===== config.mk =====
export PLATFORM = sky130hd
export DESIGN_NAME = ascii_weight_frame_decoder
export DESIGN_NICKNAME = d
export VERILOG_FILES = /design/src/rtl/awfd_pkg.sv /design/src/rtl/awfd_frame.sv /design/src/rtl/awfd_weigh.sv /design/src/rtl/ascii_weight_frame_decoder.sv
export SDC_FILE = /design/constraint.sdc
export NUM_CORES = 1
export LEC_CHECK = 0
export BUFFER_PORTS_ARGS = -buffer_cell sky130_fd_sc_hd__buf_2
export CORE_MARGIN = 2
export CORE_UTILIZATION = 30
export DETAILED_ROUTE_END_ITERATION = 8
export GPL_TIMING_DRIVEN = 0
export HOLD_SLACK_MARGIN = 0.1
export PLACE_DENSITY = 0.5
export SETUP_SLACK_MARGIN = 0.15
export SLEW_MARGIN = 25
export SYNTH_ARGS = -nofsm -noshare
export SYNTH_HDL_FRONTEND = slang
export SYNTH_SLANG_ARGS = --single-unit

===== constraint.sdc =====
create_clock -name clk -period 12.6 [get_ports clk]
set_input_delay 2.52 -clock clk [delete_from_list [all_inputs] [get_ports clk]]
set_output_delay 2.52 -clock clk [all_outputs]
set_load 0.05 [all_outputs]

===== src/rtl/awfd_pkg.sv =====
// ----------------------------------------------------------------------------
// awfd_pkg
// Shared constants and types of the ASCII weight frame decoder.
// ----------------------------------------------------------------------------
`timescale 1ns / 1ps

package awfd_pkg;

  localparam int FRAME_MAX   = 16;
  localparam int STORE_DEPTH = 7;
  localparam int STORE_FIRST = 3;
  localparam int STORE_LAST  = STORE_FIRST + STORE_DEPTH - 1;
  localparam int COUNT_W     = 5;
  localparam int IDX_W       = $clog2(STORE_DEPTH);

  localparam logic [7:0] CH_MINUS = 8'h2d;
  localparam logic [7:0] CH_PLUS  = 8'h2b;
  localparam logic [7:0] CH_LF    = 8'h0a;
  localparam logic [7:0] CH_SPACE = 8'h20;
  localparam logic [7:0] CH_ZERO  = 8'h30;

  // store entry 3 is the decimal point position and carries no weight
  localparam logic [31:0] PLACE_WEIGHT [STORE_DEPTH] = '{
    32'd100000, 32'd10000, 32'd1000, 32'd0, 32'd100, 32'd10, 32'd1
  };

  typedef logic [STORE_DEPTH-1:0][7:0] digits_t;

  typedef struct packed {
    logic    closing;
    digits_t digits;
  } frm_status_t;

endpackage


===== src/rtl/awfd_frame.sv =====
// ----------------------------------------------------------------------------
// awfd_frame
// Frame tracker: open/close state, byte count and the digit store.
// ----------------------------------------------------------------------------
`timescale 1ns / 1ps

module awfd_frame (
  input  logic                 clk,
  input  logic                 rst,
  input  logic                 step,
  input  logic [7:0]           rx_byte,
  output awfd_pkg::frm_status_t status
);

  logic                            frame_open;
  logic                            frame_open_next;
  logic [awfd_pkg::COUNT_W-1:0]    byte_count;
  logic [awfd_pkg::COUNT_W-1:0]    byte_count_next;
  awfd_pkg::digits_t               digit_store;
  awfd_pkg::digits_t               written;
  awfd_pkg::digits_t               fixed;
  logic [awfd_pkg::COUNT_W-1:0]    offs;
  logic                            in_store;
  logic                            overflow;
  logic                            closing;

  assign offs     = byte_count - awfd_pkg::COUNT_W'(awfd_pkg::STORE_FIRST);
  assign in_store = (byte_count >= awfd_pkg::COUNT_W'(awfd_pkg::STORE_FIRST)) &&
                    (byte_count <= awfd_pkg::COUNT_W'(awfd_pkg::STORE_LAST));

  always_comb begin
    written         = digit_store;
    frame_open_next = frame_open;
    byte_count_next = '0;
    if (frame_open) begin
      if (in_store) begin
        written[offs[awfd_pkg::IDX_W-1:0]] = rx_byte;
      end
      byte_count_next = byte_count + 1'b1;
    end else if (rx_byte == awfd_pkg::CH_MINUS || rx_byte == awfd_pkg::CH_PLUS) begin
      frame_open_next = 1'b1;
      byte_count_next = awfd_pkg::COUNT_W'(1);
    end
    overflow = byte_count_next > awfd_pkg::COUNT_W'(awfd_pkg::FRAME_MAX);
    closing  = frame_open && (rx_byte == awfd_pkg::CH_LF) && !overflow;
    // drop an overlong frame, end a closed one
    if (overflow || closing) begin
      frame_open_next = 1'b0;
      byte_count_next = '0;
    end
  end

  // up to two blank leading digits read as zero
  always_comb begin
    fixed = written;
    if (written[0] == awfd_pkg::CH_SPACE) begin
      fixed[0] = awfd_pkg::CH_ZERO;
      if (written[1] == awfd_pkg::CH_SPACE) begin
        fixed[1] = awfd_pkg::CH_ZERO;
      end
    end
  end

  always_ff @(posedge clk) begin
    if (rst) begin
      frame_open  <= 1'b0;
      byte_count  <= '0;
      digit_store <= '0;
    end else if (step) begin
      frame_open  <= frame_open_next;
      byte_count  <= byte_count_next;
      digit_store <= closing ? fixed : written;
    end
  end

  assign status.closing = closing;
  assign status.digits  = fixed;

endmodule


===== src/rtl/awfd_weigh.sv =====
// ----------------------------------------------------------------------------
// awfd_weigh
// Weighted digit sum of a closed frame, wrapped to 32 bits.
// ----------------------------------------------------------------------------
`timescale 1ns / 1ps

module awfd_weigh (
  input  awfd_pkg::digits_t digits,
  input  logic              coarse_mode,
  output logic [31:0]       weight
);

  logic [31:0] term [awfd_pkg::STORE_DEPTH];

  always_comb begin
    for (int i = 0; i < awfd_pkg::STORE_DEPTH; i++) begin
      // byte minus '0' as a signed digit, modulo 2^32
      term[i] = ({24'd0, digits[i]} - 32'd48) * awfd_pkg::PLACE_WEIGHT[i];
    end
    // coarse mode drops the last digit
    if (coarse_mode) begin
      term[awfd_pkg::STORE_DEPTH-1] = '0;
    end
    weight = '0;
    for (int i = 0; i < awfd_pkg::STORE_DEPTH; i++) begin
      weight = weight + term[i];
    end
  end

endmodule


===== src/rtl/ascii_weight_frame_decoder.sv =====
// ----------------------------------------------------------------------------
// ascii_weight_frame_decoder
// Decodes ASCII scale frames into a 32-bit weight, one byte per beat.
// ----------------------------------------------------------------------------
// One received byte per beat; a byte enters the input register and is
// processed from there, so a new byte is taken every cycle unless stalled.
// The weight of a frame is loaded into the output register at the edge that
// processes its line feed. Throughput is one byte per cycle, set by the frame
// tracker and digit sum; the only stall is a closing byte that meets a result
// still held in the output register. The user must write coarse_mode with
// cfg_wr_en only while the block is idle; the block does not enforce this.
`timescale 1ns / 1ps

module ascii_weight_frame_decoder (
  input  logic        clk,
  input  logic        rst,
  input  logic        cfg_wr_en,
  input  logic        coarse_mode,
  input  logic        in_valid,
  output logic        in_ready,
  input  logic [7:0]  rx_byte,
  output logic        out_valid,
  input  logic        out_ready,
  output logic [31:0] weight_value
);

  logic                  coarse;
  logic                  in_q_valid;
  logic [7:0]            in_q_byte;
  logic                  process;
  logic [31:0]           weight;
  awfd_pkg::frm_status_t status;

  awfd_frame u_frame (
    .clk     (clk),
    .rst     (rst),
    .step    (process),
    .rx_byte (in_q_byte),
    .status  (status)
  );

  awfd_weigh u_weigh (
    .digits      (status.digits),
    .coarse_mode (coarse),
    .weight      (weight)
  );

  // hold a closing byte while the output register is full and not drained
  assign process  = in_q_valid && (!status.closing || !out_valid || out_ready);
  assign in_ready = !in_q_valid || process;

  always_ff @(posedge clk) begin
    if (rst) begin
      coarse <= 1'b0;
    end else if (cfg_wr_en) begin
      coarse <= coarse_mode;
    end
  end

  always_ff @(posedge clk) begin
    if (rst) begin
      in_q_valid <= 1'b0;
    end else if (in_ready) begin
      in_q_valid <= in_valid;
    end
  end

  always_ff @(posedge clk) begin
    if (in_ready && in_valid) begin
      in_q_byte <= rx_byte;
    end
  end

  always_ff @(posedge clk) begin
    if (rst) begin
      out_valid <= 1'b0;
    end else if (process && status.closing) begin
      out_valid <= 1'b1;
    end else if (out_ready) begin
      out_valid <= 1'b0;
    end
  end

  always_ff @(posedge clk) begin
    if (process && status.closing) begin
      weight_value <= weight;
    end
  end

endmodule


# [Word level (Yosys, flattened, before mapping)]
# Cells that the tools add are included.
[totals] ff_bits=105 latchBits=0 ramBits=0 romBits=0 input_bits=14 wordCells=76 mem_count=0
[op_classes] add_sub_neg=13 mul=5 n_div=0 magnitude_cmp=5 eq_ne=5 shift=0 muxes=17 bitwise=0 n_reduce_logical=17
[op_table] cell="adder 32 bit" count=5
[op_table] cell="2-to-1 mux 56 bit" count=2
[op_table] cell="bitwise mux 56 bit" count=1
[op_table] cell="subtractor 8 x 6 -> 9 bit, second input constant" count=6
[op_table] cell="equality test 8 x 6 -> 1 bit, second input constant" count=4
[op_table] cell="multiplier 32 x 10 -> 28 bit, second input constant" count=1
[op_table] cell="multiplier 32 x 12 -> 27 bit, second input constant" count=1
[op_table] cell="multiplier 32 x 3 -> 31 bit, second input constant" count=1
[op_table] cell="multiplier 32 x 5 -> 30 bit, second input constant" count=1
[op_table] cell="multiplier 32 x 7 -> 29 bit, second input constant" count=1
[op_table] cell="2-to-1 mux 16 bit" count=2
[op_table] cell="2-to-1 mux 32 bit" count=1
[op_table] cell="demux 8 bit (select 3 bit)" count=1
[op_table] cell="2-to-1 mux 8 bit" count=2
[op_table] cell="2-to-1 mux 5 bit" count=2
[op_table] cell="equality test 8 x 4 -> 1 bit, second input constant" count=1
[op_table] cell="logical AND 1 bit" count=7
[op_table] cell="2-to-1 mux 1 bit" count=6
[op_table] cell="adder 5 x 1 -> 5 bit, second input constant" count=1
[op_table] cell="greater-or-equal comparator 5 x 2 -> 1 bit, second input constant" count=1
[op_table] cell="> comparator 5 bit, second input constant" count=1
[op_table] cell="<= comparator 5 x 4 -> 1 bit, second input constant" count=1
[op_table] cell="logical OR 1 bit" count=5
[op_table] cell="zero test 1 bit" count=4
[op_table] cell="4 further kinds" count=4

# [Depth between registers and ports, before layout]
# Gate-level depths: netlist (run 1).
[logic_depth] word_depth=18 ltp_mapped=49 mapped_depth_nobuf=45

# [Hierarchy]
# Synthesis (run 1) repeated with hierarchy kept, for this count alone.
[unflattened] cells_unflattened=1727 hier_area_um2=16349.4
[modules_own_cells] mod="awfd_weigh" n_inst=1 cells_per_inst=1302 area_per_inst_um2=11467.2 seq_area_each_um2=0.0
[modules_own_cells] mod="awfd_frame" n_inst=1 cells_per_inst=370 area_per_inst_um2=3543.4 seq_area_each_um2=1241.2
[modules_own_cells] mod="ascii_weight_frame_decoder" n_inst=1 cells_per_inst=55 area_per_inst_um2=1338.8 seq_area_each_um2=1261.2

# [Worst setup path before layout (run 1)]
# No wires, ideal clock.
[synth_timing] kind="register to register" from="register u_frame.byte_count[1] (netlist name)" to="register weight_value[31], data pin" arrival_time_ns=10.685 slack_ns=1.655 path_stages_with_launch=44 path_buffers=2 period_less_slack_ns=10.945 path_cell_list="dfxtp_1 > inv_1 > ha_1 > nor3b_2 > and4_1 > buf_2 > clkbuf_1 > mux2_2 > inv_1 > ha_1 > nand2_1 > o21ai_1 > ha_1 > nor2_2 > inv_1 > fa_1 > inv_1 > ha_1 > (+8 left out) > nor3_1 > or3_1 > a21oi_1 > xor2_1 > fa_1 > fa_1 > fa_1 > inv_1 > ha_1 > o21ai_0 > nand2b_1 > a21oi_1 > nor2b_1 > o22a_1 > a221oi_1 > a21oi_1 > xnor2_1 > xnor2_1"
[synth_between] elab_chain_len=18 word_cells_on_any_way=33 classes_between="add/sub: 12; mul: 5; order compare: 4; eq/ne: 2; mux: 8; reduce/logical: 2"
[synth_rtl] element="start, declared" line_no="awfd_frame.sv:17" rtl="logic [awfd_pkg::COUNT_W-1:0] byte_count;"
[synth_rtl] element="start signal, assigned" line_no="awfd_frame.sv:71" rtl="byte_count <= byte_count_next;"
[synth_rtl] element="subtractor 3 x 2 -> 3 bit" line_no="awfd_frame.sv:27" rtl="assign offs = byte_count - awfd_pkg::COUNT_W'(awfd_pkg::STORE_FIRST);"
[synth_rtl] element="less-than comparator 3 x 4 -> 1 bit (implied by the code) / greater-or-equal comparator 3 x 1 -> 1 bit (equally long branches)" line_no="awfd_frame.sv:37" rtl="written[offs[awfd_pkg::IDX_W-1:0]] = rx_byte;"
[synth_rtl] element="logical AND 1 bit (implied by the code)" line_no="awfd_frame.sv:37"
[synth_rtl] element="2-to-1 mux 8 bit (implied by the code)" line_no="awfd_frame.sv:37"
[synth_rtl] element="demux 8 bit (select 3 bit)"
[synth_rtl] element="bitwise mux 56 bit" line_no="awfd_frame.sv:37"
[synth_rtl] element="2-to-1 mux 56 bit *" line_no="awfd_frame.sv:36" rtl="if (in_store) begin"
[synth_rtl] element="2-to-1 mux 56 bit *" line_no="awfd_frame.sv:35" rtl="if (frame_open) begin"
[synth_rtl] element="equality test 8 x 6 -> 1 bit" line_no="awfd_frame.sv:58" rtl="if (written[1] == awfd_pkg::CH_SPACE) begin"
[synth_rtl] element="2-to-1 mux 8 bit" line_no="awfd_frame.sv:58"
[synth_rtl] element="2-to-1 mux 16 bit" line_no="awfd_frame.sv:56" rtl="if (written[0] == awfd_pkg::CH_SPACE) begin"
[synth_rtl] element="subtractor 8 x 6 -> 9 bit" line_no="awfd_weigh.sv:18" rtl="term[i] = ({24'd0, digits[i]} - 32'd48) * awfd_pkg::PLACE_WEIGHT[i];"
[synth_rtl] element="multiplier 32 x 10 -> 28 bit" line_no="awfd_weigh.sv:18"
[synth_rtl] element="adder 32 bit (4 in series)" line_no="awfd_weigh.sv:26" rtl="weight = weight + term[i];"
[synth_rtl] element="adder 32 bit *" line_no="awfd_weigh.sv:26"
[synth_rtl] element="via u_weigh.weight[31]" line_no="awfd_weigh.sv:10" rtl="output logic [31:0] weight"
[synth_rtl] element="end signal, assigned" line_no="ascii_weight_frame_decoder.sv:86" rtl="weight_value <= weight;"
[synth_rtl] element="end, declared" line_no="ascii_weight_frame_decoder.sv:24" rtl="output logic [31:0] weight_value"
# The timed path passes the listed nets; every way through them passes the cells marked *.
# A chain may end at the register's enable or synchronous reset.

==> impl_metrics.csv, run 1 <==
group,metric,value,unit
yosys,yosysUniqueCellTypes,72,
flow_run,cap_viol_max_count,0,
timing,final.setup.tns,0,ps
detailed_routing,drt-initial-drc-count,518,
floorplan,fp.dieH,235,µm
yosys,synthTopCellsByArea,"fa_1, ha_1, inv_1, edfxtp_1, dfxtp_1",
yosys,synth_fp_nets,2165,
timing,slew_viol_final,0,
yosys,ys_seq_area_share,14.7,%
clocking,path_clk_slew,80,ps
timing,hold_viol,0,
critical_path,crit_top_cell,"inv_1",
detailed_routing,route.detailed.drc,0,
detailed_routing,vias_per_cell,4.65,
yosys,netlist.top_cell.by_area,"fa_1",
final_layout,num-nets-final,2227,
yosys,ys_async_sr_fraction,0,%
yosys,synthCells,1722,
critical_path,path_class,"reg2reg",
clocking,root_buffer,"clkbuf_16",
detailed_routing,drt-total-wl,39.4,mm
place,io_buffer_count,46,
critical_path,cp_top_family,"adder cells",
hold_path,min_path_type,"reg2reg",
floorplan,row_count,84,
yosys,syn-cell-area,0.0160,mm²
critical_path,critPathMaxFanout,10,
final_layout,area_growth,9.38,%
final_layout,drive_gt1_share,7.49,%
yosys,yosysWarnings,0,
floorplan,start_util,30.4,%
grt,track_usage,14.6,%
critical_path,required,12730,ps
yosys,avgSynthCellArea,9.27,µm²
floorplan,pin_count,48,
clocking,hold_buffers,0,
clocking,insertion_delay,380,ps
yosys,yosysTopAreaCellShare,24.5,%
yosys,ys_ff_latch,97,
timing,slew_headroom,40.7,%
grt,grt_overflow,0,
floorplan,die_area,0.0551,mm²
timing,worst_slew_pin_slew,880,ps
clocking,numCtsBuffers,9,
clocking,cts.path.max_buffers,2,
clocking,cts.sink_count,97,
detailed_routing,vias,11500,
critical_path,cp_slowest_cell,"fa_1",
critical_path,crit_buf_inv,9,
hold_path,min_from,"u_frame.digit_store[43]$_SDFFE_PP0P_",
yosys,synth_edf_count,40,
final_layout,antenna_cells,0,
grt,grt_pass1_wl,63.7,mm
timing,rsz0062_at_grt,"false",
clocking,cts_tree,"done",
timing,holdWs,453,ps
floorplan,die_width,235,µm
grt,grt_max_degree,27,
timing,finalSetupViolCount,0,
grt,first_global_vias,11900,
detailed_routing,wl_per_cell,15.9,µm
floorplan,core,0.0526,mm²
grt,antenna_found_initial,1,
detailed_routing,dr.pass1.iters,4,
critical_path,startpoint,"u_frame.byte_count[1]$_SDFFE_PP0P_",
clocking,cts_max_level,3,
place,place_congestion,0.851,
place,hpwl,33.7,mm
critical_path,max_stage_delay,570,ps
final_layout,fill_cells,5493,
critical_path,cp.arrival,11810,ps
yosys,post-synth-top-count-cell,"inv_1",
timing,min_period_over_period,92.7,%
critical_path,r2r_start,"u_frame.byte_count[1]$_SDFFE_PP0P_",
yosys,synth_top_cells_by_count,"inv_1, ha_1, fa_1, nor2_1, xnor2_1",
timing,fin_skew,14.4,ps
yosys,ys.flop_type,"dfxtp_1",
critical_path,startpoint_type,"register",
timing,max_freq,85.6,MHz
timing,finalWorstPathRequiredPeriod,11680,ps
detailed_routing,antenna_left,0,
run_status,status,"complete, no violations",
critical_path,critPathCaptureType,"register",
-- placed cells by master, fill, tap and decap left out, types with 8 or more instances in the layout --
master | Yosys | layout
a211oi_1 | 32 | 32
a21o_1 | 31 | 31
a21oi_1 | 72 | 69
and2_1 | 21 | 20
buf_2 | 5 | 51
buf_4 | 4 | 8
clkbuf_1 | 24 | 22
clkbuf_16 | 0 | 9
dfxtp_1 | 57 | 57
edfxtp_1 | 40 | 40
fa_1 | 195 | 195
ha_1 | 234 | 234
inv_1 | 360 | 359
mux2_2 | 10 | 10
mux2i_1 | 63 | 61
nand2_1 | 62 | 62
nand2b_1 | 16 | 16
nand3_1 | 28 | 28
nor2_1 | 119 | 118
nor2b_1 | 11 | 11
nor3_1 | 13 | 13
o21ai_0 | 50 | 49
o21bai_1 | 12 | 12
xnor2_1 | 98 | 97
xor2_1 | 37 | 37
-- sequential cells by signal, summed over array words and instances (netlist names) --
register             cells
u_frame.digit_store     48
u_frame.byte_count       5
out_valid                1
weight_value            32
in_q_valid               1
u_frame.frame_open       1
in_q_byte                8
coarse                   1
-- path summary, 6_finish.rpt --
kind,slack [ps],endpoint,depth (start not counted)
setup reg to reg,920,weight_value[31]$_DFFE_PP_,38
setup / recovery,920,weight_value[31]$_DFFE_PP_,38
hold / removal,450,u_frame.digit_store[43]$_SDFFE_PP0P_,2
hold reg to reg,450,u_frame.digit_store[43]$_SDFFE_PP0P_,2
-- kinds of logic after synthesis --
group / count (synthesis) / synth area share (%)
adders and majority gates: 429 / 42.8
buffers and inverters: 406 / 9.82
and+or+nand+nor: 318 / 9.58
AOI/OAI and AO/OA: 264 / 11.1
xor gates and xnor gates: 135 / 7.41
DFF: 97 / 14.7
muxes: 73 / 4.66
-- worst register-to-register path: cells and delay by family, from the launching register on --
family          cells  cell delay [ps]
flops               1              460
simple gates        4             1360
fa+ha+maj          11             4640
xor+xnor            4              930
buf+inv             9              920
compound gates     10             3100
-- stage by stage --
| stage | util (%) | setup WS (ps) | std cells | cell area, µm² |
|---|---|---|---|---|
| finish | 33.2 | 921 | 2477 | 17500 |
| global route | 33.2 | 218 | 2477 | 17500 |
| CTS | 33.1 | 279 | 2473 | 17400 |
| detailed placement | 32.5 | -75.8 | 2457 | 17100 |
| global placement | 32.5 | 110 | 2456 | 17100 |
| floorplan | - | 1660 | 1722 | 16000 |
-- per-layer routing --
metal / up-vias / wire length, µm / share of wire (%) / global-route usage, %
li1: 5719 / - / - / -
met1: 5657 / 17900 / 46 / 19.0
met2: 117 / 19700 / 50 / 25.6
met3: 20 / 1400 / 3.6 / 2.26
met4: 0 / 384 / 0.98 / 2.82
met5: - / 0 / 0 / 0
-- timing repair --
item	4_1_cts	5_1_grt
pin swaps	0	0
buffers inserted	0	4
resized for setup	2	10
cloned	0	0
setup endpoints to repair	1	4
-- area by class of cell --
class | instances | area, µm² | area share, %
buffer | 41 | 200 | 1.15
clock buffer | 9 | 225 | 1.29
clock inverter | 7 | 78.8 | 0.452
inverter | 365 | 1370 | 7.87
multi-input combinational | 1219 | 12100 | 69.3
sequential | 97 | 2340 | 13.4
tap | 688 | 861 | 4.93
timing repair buffer | 51 | 280 | 1.61
Power of run 1 is not shown: default switching activity piles up to over one toggle a cycle in this logic, so the estimate is an artifact.
==> run 2: changes to the inputs <==
Settings changed: CORE_UTILIZATION 30 to 35, PLACE_DENSITY 0.5 to 0.56.
==> impl_metrics.csv, run 2 (synthesis gave the netlist of run 1 again) <==
group,metric,value,unit
final_layout,antenna_cells,0,
final_layout,area_growth,8.70,%
hold_path,min_path_type,"reg2reg",
detailed_routing,wl_met3,951,µm
floorplan,pin_count,48,
critical_path,r2r-end,"weight_value[31]$_DFFE_PP_",
clocking,cts_tree,"done",
detailed_routing,highest_layer,"met4",
grt,track_usage,16.8,%
detailed_routing,drt-initial-drc-count,538,
detailed_routing,drt-total-wl,38.5,mm
critical_path,critPathCaptureType,"register",
critical_path,startpoint_type,"register",
clocking,cts_max_level,3,
clocking,numCtsBuffers,9,
detailed_routing,vias_per_cell,4.82,
critical_path,cp.arrival,11780,ps
clocking,cts.sink_count,97,
detailed_routing,drt-met1-wl,18.3,mm
timing,finalSetupViolCount,0,
timing,max_freq,85.8,MHz
clocking,hold_buffers,0,
floorplan,row_count,78,
detailed_routing,wl_per_cell,16.1,µm
timing,worst_slew_pin_slew,974,ps
floorplan,core,0.0452,mm²
detailed_routing,antenna_left,0,
critical_path,startpoint,"u_frame.byte_count[1]$_SDFFE_PP0P_",
final_layout,fill_cells,4533,
place,io_buffer_count,46,
timing,hold_viol,0,
critical_path,cp_slowest_cell,"fa_1",
floorplan,start_util,35.3,%
final_layout,stdcell_area,0.0174,mm²
final_layout,regMostFlops,"u_frame.digit_store",
final_layout,largest_reg_flops,48,
detailed_routing,dr.pass1.iters,4,
place,hpwl,32.6,mm
critical_path,required,12730,ps
critical_path,reg2reg_depth,42,
critical_path,crit_top_cell,"ha_1",
timing,min_period_over_period,92.5,%
floorplan,die_width,218,µm
clocking,cts.path.max_buffers,2,
clocking,root_buffer,"clkbuf_16",
final_layout,num-nets-final,2227,
grt,grt_max_degree,34,
detailed_routing,wl_met2,18.3,mm
detailed_routing,route.detailed.drc,0,
final_layout,largestRegisters,"u_frame.digit_store (48), weight_value (32), in_q_byte (8)",
grt,first_global_vias,11700,
grt,grt_pass1_wl,61.6,mm
timing,final.setup.tns,0,ps
floorplan,die_area,0.0473,mm²
clocking,insertion_delay,390,ps
timing,finalWorstPathRequiredPeriod,11660,ps
critical_path,max_stage_delay,540,ps
critical_path,r2r_start,"u_frame.byte_count[1]$_SDFFE_PP0P_",
critical_path,critPathCapture,"weight_value[31]$_DFFE_PP_",
final_layout,layout_common_cells,"inv_1, ha_1, fa_1",
place,place_congestion,0.866,
place,placed_area,0.0169,mm²
timing,fin_skew,15.1,ps
timing,slew_viol_final,0,
final_layout,drive_gt1_share,7.43,%
floorplan,fp.dieH,218,µm
critical_path,path_class,"reg2reg",
hold_path,min_from,"u_frame.digit_store[35]$_SDFFE_PP0P_",
final_layout,mostFrequentLayoutCell,"inv_1",
detailed_routing,vias,11500,
grt,antenna_found_initial,1,
run_status,status,"complete, no violations",
timing,holdWs,455,ps
timing,slew_headroom,33.2,%
clocking,path_clk_slew,90,ps
flow_run,cap_viol_max_count,0,
critical_path,critPathMaxFanout,10,
critical_path,ff2ff_setup_slack,940,ps
grt,grt_overflow,0,
timing,rsz0062_at_grt,"false",
## run 2: metrics by stage
step	util [%]	setup slack, ps	instances
final	38.4	945	2389
after CTS	38.2	231	2384
after global placement	37.5	138	2368
after global routing	38.4	225	2389
after floorplan	-	1660	1722
after detailed placement	37.5	25.2	2368
## run 2: worst min-delay path by stage
stage | endpoint | cells past startpoint | slack [ps]
2_1_floorplan | u_frame.digit_store[0]$_SDFFE_PP0P_ | 2 | 430
3_3_place_gp | u_frame.digit_store[43]$_SDFFE_PP0P_ | 2 | 440
3_5_place_dp | u_frame.digit_store[35]$_SDFFE_PP0P_ | 2 | 440
4_1_cts | u_frame.digit_store[35]$_SDFFE_PP0P_ | 2 | 450
5_1_grt | u_frame.digit_store[43]$_SDFFE_PP0P_ | 2 | 470
6_report | u_frame.digit_store[35]$_SDFFE_PP0P_ | 2 | 450
## run 2: routing by layer
metal,vias to the layer above,global-route usage (%)
met5,-,0
met4,0,5.16
met3,40,1.69
met2,138,28.1
met1,5616,22.8
li1,5722,-
## run 2: cell type report
type                       count  area (µm²)  area share, %
buffer                        41         200           1.15
clock buffer                   9         225           1.30
clock inverter                 7        96.3          0.555
inverter                     365        1370           7.92
multi-input combinational   1219       12100           69.7
sequential                    97        2340           13.5
tap                          600         751           4.33
timing repair buffer          51         268           1.54
## run 2: worst max-delay path: cells and delay by family (launching register included)
family	cells	cell delay, ps
flops	1	470
mux	1	420
simple gates	5	1010
buf+inv	8	940
xor+xnor	4	960
compound gates	11	2450
fa+ha+maj	13	5120
## run 2: repair_timing
action | CTS | global route
endpoints found under the setup margin | 1 | 4
gates resized for setup | 1 | 11
setup buffers | 0 | 5
Power of run 2 is left out for the same reason.
